===== src/rtl/swma_pkg.sv =====
package swma_pkg;

	localparam int WINDOW_MAX  = 64;
	localparam int SAMPLE_BITS = 16;
	localparam int WLEN_BITS   = 7;
	localparam int AVG_BITS    = 24;
	localparam int FRAC_BITS   = 8;

	localparam int COUNT_BITS = $clog2(WINDOW_MAX + 1);
	localparam int SLOT_BITS  = (WINDOW_MAX > 1) ? $clog2(WINDOW_MAX) : 1;
	localparam int SUM_BITS   = SAMPLE_BITS + COUNT_BITS;
	localparam int DIV_BITS   = SUM_BITS + FRAC_BITS;
	localparam int STEP_BITS  = $clog2(DIV_BITS);
	localparam int LEN_RESET  = (WINDOW_MAX < 64) ? WINDOW_MAX : 64;

	typedef enum logic [2:0] {
		ST_IDLE,
		ST_UPDATE,
		ST_START,
		ST_DIVIDE,
		ST_DELIVER
	} state_t;

	typedef struct packed {
		logic                  start;
		logic                  neg;
		logic [SUM_BITS-1:0]   mag;
		logic [COUNT_BITS-1:0] divisor;
	} div_req_t;

	typedef struct packed {
		logic                       done;
		logic signed [AVG_BITS-1:0] quot;
	} div_rsp_t;

endpackage


===== src/rtl/swma_ram.sv =====
module swma_ram #(
	parameter int WIDTH = 16,
	parameter int DEPTH = 64
) (
	input  logic                     clk,
	input  logic                     wr_en,
	input  logic [$clog2(DEPTH)-1:0] wr_addr,
	input  logic [WIDTH-1:0]         wr_data,
	input  logic [$clog2(DEPTH)-1:0] rd_addr,
	output logic [WIDTH-1:0]         rd_data
);

	logic [WIDTH-1:0] mem [DEPTH];

	always_ff @(posedge clk) begin
		if (wr_en) begin
			mem[wr_addr] <= wr_data;
		end
		rd_data <= mem[rd_addr];
	end

endmodule


===== src/rtl/swma_div.sv =====
module swma_div (
	input  logic                clk,
	input  logic                arst_n,
	input  swma_pkg::div_req_t  req,
	output swma_pkg::div_rsp_t  rsp
);

	localparam logic [swma_pkg::STEP_BITS-1:0] LAST_STEP =
		swma_pkg::STEP_BITS'(swma_pkg::DIV_BITS - 1);

	logic                              busy_q;
	logic                              done_q;
	logic                              neg_q;
	logic [swma_pkg::STEP_BITS-1:0]    step_q;
	logic [swma_pkg::DIV_BITS-1:0]     quo_q;
	logic [swma_pkg::COUNT_BITS-1:0]   rem_q;
	logic [swma_pkg::COUNT_BITS-1:0]   div_q;
	logic [swma_pkg::COUNT_BITS:0]     trial;
	logic [swma_pkg::COUNT_BITS:0]     diff;
	logic                              fits;
	logic [swma_pkg::COUNT_BITS-1:0]   rem_next;
	logic [swma_pkg::AVG_BITS-1:0]     mag;

	// restoring division, one quotient bit per cycle
	assign trial    = {rem_q, quo_q[swma_pkg::DIV_BITS-1]};
	assign fits     = trial >= {1'b0, div_q};
	assign diff     = trial - {1'b0, div_q};
	assign rem_next = fits ? diff[swma_pkg::COUNT_BITS-1:0] : trial[swma_pkg::COUNT_BITS-1:0];

	always_ff @(posedge clk or negedge arst_n) begin
		if (!arst_n) begin
			busy_q <= 1'b0;
			done_q <= 1'b0;
			step_q <= '0;
		end else begin
			done_q <= busy_q && (step_q == LAST_STEP);
			if (req.start) begin
				busy_q <= 1'b1;
				step_q <= '0;
			end else if (busy_q) begin
				step_q <= step_q + swma_pkg::STEP_BITS'(1);
				if (step_q == LAST_STEP) begin
					busy_q <= 1'b0;
				end
			end
		end
	end

	always_ff @(posedge clk) begin
		if (req.start) begin
			quo_q <= {req.mag, {swma_pkg::FRAC_BITS{1'b0}}};
			rem_q <= '0;
			div_q <= req.divisor;
			neg_q <= req.neg;
		end else if (busy_q) begin
			quo_q <= {quo_q[swma_pkg::DIV_BITS-2:0], fits};
			rem_q <= rem_next;
		end
	end

	// sign restored on the magnitude, so truncation is toward zero
	assign mag      = quo_q[swma_pkg::AVG_BITS-1:0];
	assign rsp.quot = neg_q ? -mag : mag;
	assign rsp.done = done_q;

endmodule


===== src/rtl/sliding_window_moving_average.sv =====
// Sliding-window moving average of signed 16-bit samples.
// Input channel: sample with in_valid/in_ready; a transfer takes one sample.
// Output channel: average_q8 (window mean, Q.8, truncated toward zero) and
// samples_held with out_valid/out_ready; one result per input sample.
// Configuration: window_wr_en/window_wr_data write the window length
// (0 acts as 1, above 64 acts as 64) and clear the stored history; write
// only while no sample is in flight.
// One sample is processed at a time: a new sample is taken only once the
// result for the current one has been placed in the output register. The
// serial divider forms one quotient bit per cycle over the 31-bit scaled
// sum; ring read, sum update and divider load come before it.
// A finished result sits in an output register, so the next sample is taken
// while it waits; if the receiver still stalls when the next result is
// ready, the block holds that result and takes no input until it is gone.
// Reset: window length 64, empty history, both channels idle. The sample
// ring needs no clearing pass; unwritten entries are never used.
module sliding_window_moving_average (
	input  logic                                   clk,
	input  logic                                   arst_n,
	input  logic                                   window_wr_en,
	input  logic [swma_pkg::WLEN_BITS-1:0]         window_wr_data,
	input  logic                                   in_valid,
	output logic                                   in_ready,
	input  logic signed [swma_pkg::SAMPLE_BITS-1:0] sample,
	output logic                                   out_valid,
	input  logic                                   out_ready,
	output logic signed [swma_pkg::AVG_BITS-1:0]   average_q8,
	output logic [swma_pkg::COUNT_BITS-1:0]        samples_held
);

	swma_pkg::state_t                         state_q;
	swma_pkg::state_t                         state_next;
	logic [swma_pkg::COUNT_BITS-1:0]          len_q;
	logic [swma_pkg::COUNT_BITS-1:0]          len_wr;
	logic [swma_pkg::COUNT_BITS-1:0]          fill_q;
	logic [swma_pkg::SLOT_BITS-1:0]           slot_q;
	logic [swma_pkg::COUNT_BITS-1:0]          slot_plus;
	logic signed [swma_pkg::SUM_BITS-1:0]     sum_q;
	logic signed [swma_pkg::SUM_BITS-1:0]     sum_next;
	logic signed [swma_pkg::SUM_BITS-1:0]     old_ext;
	logic signed [swma_pkg::SAMPLE_BITS-1:0]  sample_q;
	logic signed [swma_pkg::SAMPLE_BITS-1:0]  ring_rd;
	logic                                     full;
	logic                                     accept;
	logic                                     ram_we;
	logic                                     out_load;
	logic                                     out_valid_q;
	logic signed [swma_pkg::AVG_BITS-1:0]     avg_q;
	logic [swma_pkg::COUNT_BITS-1:0]          held_q;
	swma_pkg::div_req_t                       div_req;
	swma_pkg::div_rsp_t                       div_rsp;

	always_comb begin
		if (window_wr_data == '0) begin
			len_wr = swma_pkg::COUNT_BITS'(1);
		end else if (int'(window_wr_data) > swma_pkg::WINDOW_MAX) begin
			len_wr = swma_pkg::COUNT_BITS'(swma_pkg::WINDOW_MAX);
		end else begin
			len_wr = swma_pkg::COUNT_BITS'(window_wr_data);
		end
	end

	assign full      = fill_q >= len_q;
	assign old_ext   = full ? swma_pkg::SUM_BITS'(ring_rd) : '0;
	assign sum_next  = sum_q - old_ext + swma_pkg::SUM_BITS'(sample_q);
	assign slot_plus = swma_pkg::COUNT_BITS'(slot_q) + swma_pkg::COUNT_BITS'(1);
	assign accept    = in_valid && in_ready;

	swma_ram #(
		.WIDTH(swma_pkg::SAMPLE_BITS),
		.DEPTH(swma_pkg::WINDOW_MAX)
	) u_ring (
		.clk    (clk),
		.wr_en  (ram_we),
		.wr_addr(slot_q),
		.wr_data(sample_q),
		.rd_addr(slot_q),
		.rd_data(ring_rd)
	);

	assign div_req.start   = (state_q == swma_pkg::ST_START);
	assign div_req.neg     = sum_q[swma_pkg::SUM_BITS-1];
	assign div_req.mag     = sum_q[swma_pkg::SUM_BITS-1] ? -sum_q : sum_q;
	assign div_req.divisor = fill_q;

	swma_div u_div (
		.clk   (clk),
		.arst_n(arst_n),
		.req   (div_req),
		.rsp   (div_rsp)
	);

	always_ff @(posedge clk or negedge arst_n) begin
		if (!arst_n) begin
			state_q <= swma_pkg::ST_IDLE;
		end else begin
			state_q <= state_next;
		end
	end

	always_comb begin
		state_next = state_q;
		in_ready   = 1'b0;
		ram_we     = 1'b0;
		out_load   = 1'b0;
		case (state_q)
			swma_pkg::ST_IDLE: begin
				in_ready = 1'b1;
				if (in_valid) begin
					state_next = swma_pkg::ST_UPDATE;
				end
			end
			swma_pkg::ST_UPDATE: begin
				ram_we     = 1'b1;
				state_next = swma_pkg::ST_START;
			end
			swma_pkg::ST_START: begin
				state_next = swma_pkg::ST_DIVIDE;
			end
			swma_pkg::ST_DIVIDE: begin
				if (div_rsp.done) begin
					if (!out_valid_q || out_ready) begin
						out_load   = 1'b1;
						state_next = swma_pkg::ST_IDLE;
					end else begin
						state_next = swma_pkg::ST_DELIVER;
					end
				end
			end
			swma_pkg::ST_DELIVER: begin
				if (!out_valid_q || out_ready) begin
					out_load   = 1'b1;
					state_next = swma_pkg::ST_IDLE;
				end
			end
			default: begin
				state_next = swma_pkg::ST_IDLE;
			end
		endcase
	end

	always_ff @(posedge clk or negedge arst_n) begin
		if (!arst_n) begin
			len_q       <= swma_pkg::COUNT_BITS'(swma_pkg::LEN_RESET);
			fill_q      <= '0;
			slot_q      <= '0;
			sum_q       <= '0;
			out_valid_q <= 1'b0;
		end else begin
			if (window_wr_en) begin
				len_q  <= len_wr;
				fill_q <= '0;
				slot_q <= '0;
				sum_q  <= '0;
			end else if (state_q == swma_pkg::ST_UPDATE) begin
				sum_q <= sum_next;
				if (!full) begin
					fill_q <= fill_q + swma_pkg::COUNT_BITS'(1);
				end
				if (slot_plus >= len_q) begin
					slot_q <= '0;
				end else begin
					slot_q <= slot_plus[swma_pkg::SLOT_BITS-1:0];
				end
			end
			if (out_load) begin
				out_valid_q <= 1'b1;
			end else if (out_ready) begin
				out_valid_q <= 1'b0;
			end
		end
	end

	always_ff @(posedge clk) begin
		if (accept) begin
			sample_q <= sample;
		end
		if (out_load) begin
			avg_q  <= div_rsp.quot;
			held_q <= fill_q;
		end
	end

	assign out_valid    = out_valid_q;
	assign average_q8   = avg_q;
	assign samples_held = held_q;

endmodule


===== config.mk =====
export PLATFORM = sky130hd
export DESIGN_NAME = sliding_window_moving_average
export DESIGN_NICKNAME = d
export VERILOG_FILES = /design/src/rtl/swma_pkg.sv /design/src/rtl/swma_ram.sv /design/src/rtl/swma_div.sv /design/src/rtl/sliding_window_moving_average.sv
export SDC_FILE = /design/constraint.sdc
export NUM_CORES = 1
export LEC_CHECK = 0
export ABC_AREA = 1
export ABC_CLOCK_PERIOD_IN_PS = 8700
export BUFFER_PORTS_ARGS = -buffer_cell sky130_fd_sc_hd__clkbuf_2
export CORE_MARGIN = 8
export CORE_UTILIZATION = 25
export CTS_CLUSTER_DIAMETER = 150
export DETAILED_ROUTE_END_ITERATION = 12
export PLACE_DENSITY = 0.5
export SYNTH_ARGS = -nofsm -noshare
export SYNTH_HDL_FRONTEND = slang
export SYNTH_SLANG_ARGS = --single-unit

===== constraint.sdc =====
create_clock -name clk -period 8.7 [get_ports clk]
set_clock_uncertainty 0.15 [all_clocks]
set_input_delay 0.435 -clock clk [delete_from_list [all_inputs] [get_ports clk]]
set_output_delay 0.435 -clock clk [all_outputs]
set_load 0.01 [all_outputs]

==> metrics.txt, run 1 <==
GP Congestion 0.856; DR WL/cell 20.4 µm; outcome complete, no violations; Post-route DRC 0; Synth Area in Compound Gates 5.77%; CP Data Required Time 9150 ps; starting density of the core 25.1%; Core Box Area 199000 µm²; worst-path fanout max 45; Critical-path top delay cell dfrtp_4; layout cell share with drive strength beyond 1 8.15%; number of synthesized flops with an enable pin 1102; Seq/Total Area, Yosys 70.3%; clk slew on worst S/H paths 60 ps; cell repeated most along the worst path nand2_1; mux cell area share after synthesis 0%; initial DRC count 3412; CP arrival 5620 ps; reg-to-reg critical path startpoint slot_q[2]$_DFFE_PN0P_; Fill cells 20.5k; clock buffer depth 3; Slew Viols, Final 0; vias in the first global route 32.9k; crit-path cells inv_2 -> buf_4 -> nand3_1 -> clkinv_2 -> buf_4 -> nand2_1 -> nand4_1 -> o21ai_0 -> nand2_1 -> nor2_1 -> nand2_1; # rows 164; antenna viol nets, final 0; setup repair bufs after CTS 0; largest family of logic cells by synthesized area simple AND/OR/NAND/NOR gates; commonest non-fill, non-tap cell in the layout nand2_1; Synth async-reset ratio 4.55%; final hold vios 0; CP startpoint kind flop; Syn. warnings 0; first-pass GRT wire length 222000 µm; IO Count 61; footprint of the multi-input gates 13100 µm²; max frequency 193 MHz; min Tclk post-route 5170 ps; Post-Syn Instances 4482; slew of the pin with the lowest slew margin 1180 ps; vias per inst 4.51; die height 463 µm; synthesis-to-layout area growth 16.3%; final cycle utilization of the critical path 59.4%; Reg2Reg Depth 11; cts bufs inserted 121; P_leak 21.4 nW; GR Overflow Total 0; synth unique cells 41; worst hold-check path type input port to async pin; TritonCTS clock tree built; Non-Filler Instances 7418; register area 35100 µm²; DIE AREA 214000 µm²; H-tree Lvls 3; Final nets 4759; PD cells 274 nW/µm²; Sink Count 1187; RR Endpoint u_ring.rd_data[8]$_DFF_P_; clk_lat worst skew 750 ps; Area after DPL 53800 µm²; unrepaired setup endpoints after global routing false; critical path class flop to flop; peak supply drop 0.187 mV; overall routing resource usage 13.6%; Yosys reg bits 1187; max incr delay on CP 780 ps; placed cells 7153; Final Util 29.2%; Mapped Area 49900 µm²; Die X-Extent 463 µm; worst setup margin 3530 ps; syn_nets 4583; CP endpoint kind flop; post-synthesis xor/xnor area fraction 0.527%; Synth Area in Adders 2.18%; largest net degree at the start of global routing 157; reg2reg setup slack 3530 ps; final instance area 58000 µm²; Relative slew margins 21.1%; Power Total 15.9 mW; Post-Place Worst Slack 3610 ps; total wire length 151000 µm; Pre-antenna DRT Iters 6; initial antenna violation count 1; Max-Cap Viols 0; syn avg cell area 11.1 µm²; Most used DFF post-synth edfxtp_1; Final setup viols 0; Port Buf Inserts 60; simple-gate share of the synthesized area 17.7%; hold slack 238 ps; Final TNS setup 0 ps; most frequent cells in the layout 1661 x nand2_1, 1102 x edfxtp_1, 288 x a21oi_1; routed via count 33.5k; post-DP HPWL 92300 µm; root buffer cell clkbuf_16
## synth_stat cells (50+ instances only)
| library cell | n | share of area (%) |
|---|---|---|
| inv_1 | 252 | 1.9 |
| buf_2 | 74 | 0.74 |
| nand3_1 | 83 | 0.83 |
| nor2_1 | 277 | 2.1 |
| a21oi_1 | 288 | 2.9 |
| o21ai_0 | 92 | 0.92 |
| nand2_1 | 1661 | 12 |
| o21ai_1 | 93 | 0.93 |
| nand4_1 | 93 | 1.2 |
| dfrtp_1 | 53 | 2.7 |
| ha_1 | 50 | 1.3 |
| edfxtp_1 | 1102 | 66 |
| clkbuf_1 | 79 | 0.59 |
## worst max-delay path by stage
| stage | from | to | slack (ps) | cells past startpoint |
|---|---|---|---|---|
| after detailed placement | slot_q[2]$_DFFE_PN0P_ | u_ring.rd_data[8]$_DFF_P_ | 3610 | 11 |
| final | slot_q[2]$_DFFE_PN0P_ | u_ring.rd_data[8]$_DFF_P_ | 3530 | 11 |
| after global placement | slot_q[2]$_DFFE_PN0P_ | u_ring.rd_data[8]$_DFF_P_ | 3650 | 11 |
| after global routing | slot_q[2]$_DFFE_PN0P_ | u_ring.rd_data[8]$_DFF_P_ | 3460 | 11 |
| after floorplan | len_q[6]$_DFFE_PN1P_ | sum_q[14]$_DFFE_PN0P_ | 5050 | 20 |
| after CTS | slot_q[2]$_DFFE_PN0P_ | u_ring.rd_data[8]$_DFF_P_ | 3620 | 11 |
## routing by layer
layer / up-vias / track usage, % / share of wire [%]
li1: 15600 / - / -
met1: 16600 / 18.7 / 45
met2: 1062 / 21.8 / 46
met3: 212 / 2.56 / 6.7
met4: 0 / 3.74 / 2.8
met5: - / 0 / 0
## where the power goes
group	leakage (nW)	total, mW	switching, mW	internal, mW
sequential	11.0	6.81	0.213	6.59
clock	1.86	5.12	2.22	2.90
combinational	8.59	3.99	2.82	1.17
total	21.4	15.9	5.25	10.7
## what timing repair did
| item | in CTS | in global routing |
|---|---|---|
| gates resized for setup | 0 | 0 |
| endpoints found under the hold margin | 84 | 0 |
| setup endpoints to repair | 0 | 0 |
| hold buffers | 38 | 0 |
## worst max-delay path, delay by kind of cell, from the launching register on
family	cells	cell delay (ps)
flip-flops	1	780
AND/OR/NAND/NOR	6	1170
AO/OA/AOI/OAI	1	600
buffers and inverters	4	2240
## area by class of cell
type	count	share of cell area (%)
antenna	1	0.00431
clock buffer	164	5.60
clock inverter	62	1.02
inverter	270	1.77
multi-input combinational	2848	22.5
sequential	1187	60.4
tap	2656	5.73
timing repair buffer	230	2.91
## kinds of logic after synthesis
logic type	after synthesis
buf+inv	447
flops	1187
simple gates	2201
fa+ha+maj	73
compound gates	544
xor+xnor	30
## sequential cells by signal, indices dropped and copies added, names as in the netlist, 16 cells and up
name	cells
sample_q	16
sum_q	23
u_ring.rd_data	16
average_q8	24
u_div.quo_q	31
u_ring.mem	1024
(Power assumes the default switching activity.)
==> run 2, diff against run 1 <==
- ABC_CLOCK_PERIOD_IN_PS: 8700 -> 4450
- PLACE_DENSITY: 0.5 -> 0.51
- clock period: 8.7 -> 4.45 ns (I/O delays scaled with it)
==> run 2 against run 1 <==
  * Core utilization up 0.094 points
  * Combinational power up 100%
  * Sequential share of layout area fell by 0.19 points
  * Die area is the same
  * Clock-buffer cell count shrank 6
  * Largest power group unchanged
==> metrics.txt, run 2 (synthesis gave the netlist of run 1 again) <==
root buffer cell clkbuf_16; layout cell share with drive strength beyond 1 8.52%; max frequency 250 MHz; outcome complete, no violations; antenna viol nets, final 0; Largest register FFs 1024; PD cells 531 nW/µm²; final cycle utilization of the critical path 89.9%; unrepaired setup endpoints after global routing false; CP startpoint kind flop; largest net degree at the start of global routing 108; P_leak 21.5 nW; # rows 164; die height 463 µm; Die X-Extent 463 µm; worst-path fanout max 13; vias in the first global route 32.0k; starting density of the core 25.1%; total wire length 151000 µm; synthesis-to-layout area growth 16.7%; Sink Count 1187; slew of the pin with the lowest slew margin 1050 ps; CP arrival 4440 ps; peak supply drop 0.333 mV; IO Count 61; Hold EP sample_q[11]$_DFFE_PP_; Final setup viols 0; Final nets 4787; Post-route DRC 0; post-DP HPWL 91800 µm; H-tree Lvls 3; min Tclk post-route 4000 ps; Max-Cap Viols 0; CP Data Required Time 4890 ps; Relative slew margins 30.2%; RR Endpoint sum_q[12]$_DFFE_PN0P_; Pre-antenna DRT Iters 5; cts bufs inserted 117; vias per inst 4.51; worst hold-check path type input port to flop; TritonCTS clock tree built; Port Buf Inserts 60; Reg2Reg Depth 19; clock buffer depth 3; worst setup margin 449 ps; reg-to-reg critical path startpoint len_q[6]$_DFFE_PN1P_; final hold vios 0; most frequent cells in the layout 1661 x nand2_1, 1102 x edfxtp_1, 288 x a21oi_1; hold_sp sample[11]; overall routing resource usage 13.6%; initial antenna violation count 6; Slew Viols, Final 0; Core Box Area 199000 µm²; DIE AREA 214000 µm²; GP Congestion 0.846; Post-Place Worst Slack 396 ps; first-pass GRT wire length 221000 µm; Worst Hold Path Cells 2; routed via count 33.6k; initial DRC count 3605; clk slew on worst S/H paths 70 ps; clk_lat worst skew 740 ps; Final TNS setup 0 ps; GR Overflow Total 0; critical path class flop to flop; CP endpoint kind flop; largest reg by FF count u_ring.mem; DR WL/cell 20.3 µm; reg2reg setup slack 450 ps; commonest non-fill, non-tap cell in the layout nand2_1
-- run 2: changes by cell type in the layout (fill, tap and decap cells not counted), moves of 4 or more --
cell,delta
clkinv_2,-8
nor2_1,-6
buf_12,+12
buf_4,+16
nor2_2,+6
bufinv_16,-4
dlygate4sd3_1,+5
-- run 2: repair_timing --
action / 4_1_cts / 5_1_grt
setup buffers: 0 / 0
hold endpoints to repair: 101 / 0
gates resized for setup: 0 / 1
setup endpoints to repair: 0 / 4
hold buffers: 43 / 0
-- run 2: area by class of cell --
class	count	area [µm²]
Multi-Input combinational cell	2848	13100
Antenna cell	1	2.50
Fill cell	20500	141000
Inverter	270	1040
Clock inverter	53	475
Timing Repair Buffer	262	2090
Clock buffer	158	3130
Tap cell	2656	3320
Sequential cell	1187	35100
-- run 2: how the worst max path moves through the flow --
stage                               startpoint                    end  slack [ps]
final                     len_q[6]$_DFFE_PN1P_  sum_q[12]$_DFFE_PN0P_         450
after CTS                 len_q[6]$_DFFE_PN1P_  sum_q[14]$_DFFE_PN0P_         360
after global routing      len_q[6]$_DFFE_PN1P_  sum_q[18]$_DFFE_PN0P_          70
after detailed placement  len_q[6]$_DFFE_PN1P_  sum_q[14]$_DFFE_PN0P_         400
after global placement    len_q[6]$_DFFE_PN1P_  sum_q[14]$_DFFE_PN0P_         460
after floorplan           len_q[6]$_DFFE_PN1P_  sum_q[14]$_DFFE_PN0P_         800
-- run 2: routing by layer --
layer	GRT usage, %	vias to the layer above	share of wire [%]
li1	-	15700	-
met1	19.7	16700	47
met2	21.3	1032	45
met3	2.27	192	6.3
met4	2.85	0	2.1
met5	0	-	0
-- run 2: per-stage QoR --
| step | utilization [%] | cell area (µm²) | std cells | hold slack, ps | total power, mW |
|---|---|---|---|---|---|
| floorplan | - | 49900 | 4482 | -223 | 18.7 |
| global route | 29.3 | 58200 | 7435 | 10.2 | 32.5 |
| detailed placement | 27.2 | 54200 | 7180 | -0.567 | 21.6 |
| finish | 29.3 | 58200 | 7435 | 57.6 | 30.9 |
| CTS | 29.2 | 58200 | 7434 | 0.314 | 31.1 |
| global placement | 27.2 | 54200 | 7180 | -0.459 | 21.5 |
-- run 2: worst max-delay path: stages (launching register included) --
cell	delay [ps]
dfstp_2	520
inv_1	60
ha_1	300
nand2_1	90
inv_1	60
a21oi_1	130
nand3_1	160
clkinvlp_4	270
nor2_1	90
fa_1	480
inv_1	70
fa_1	500
nand3_1	120
nand3_1	190
nand2_1	120
nand2_1	140
nand2_1	90
nand2_1	60
o21ai_0	140
o21ai_0	110
-- run 2: power breakdown --
part	leakage, nW	switching [mW]	internal, mW	total, mW
Clock	1.73	4.27	5.26	9.53
Combinational	8.78	5.71	2.37	8.08
Sequential	11.0	0.390	12.9	13.3
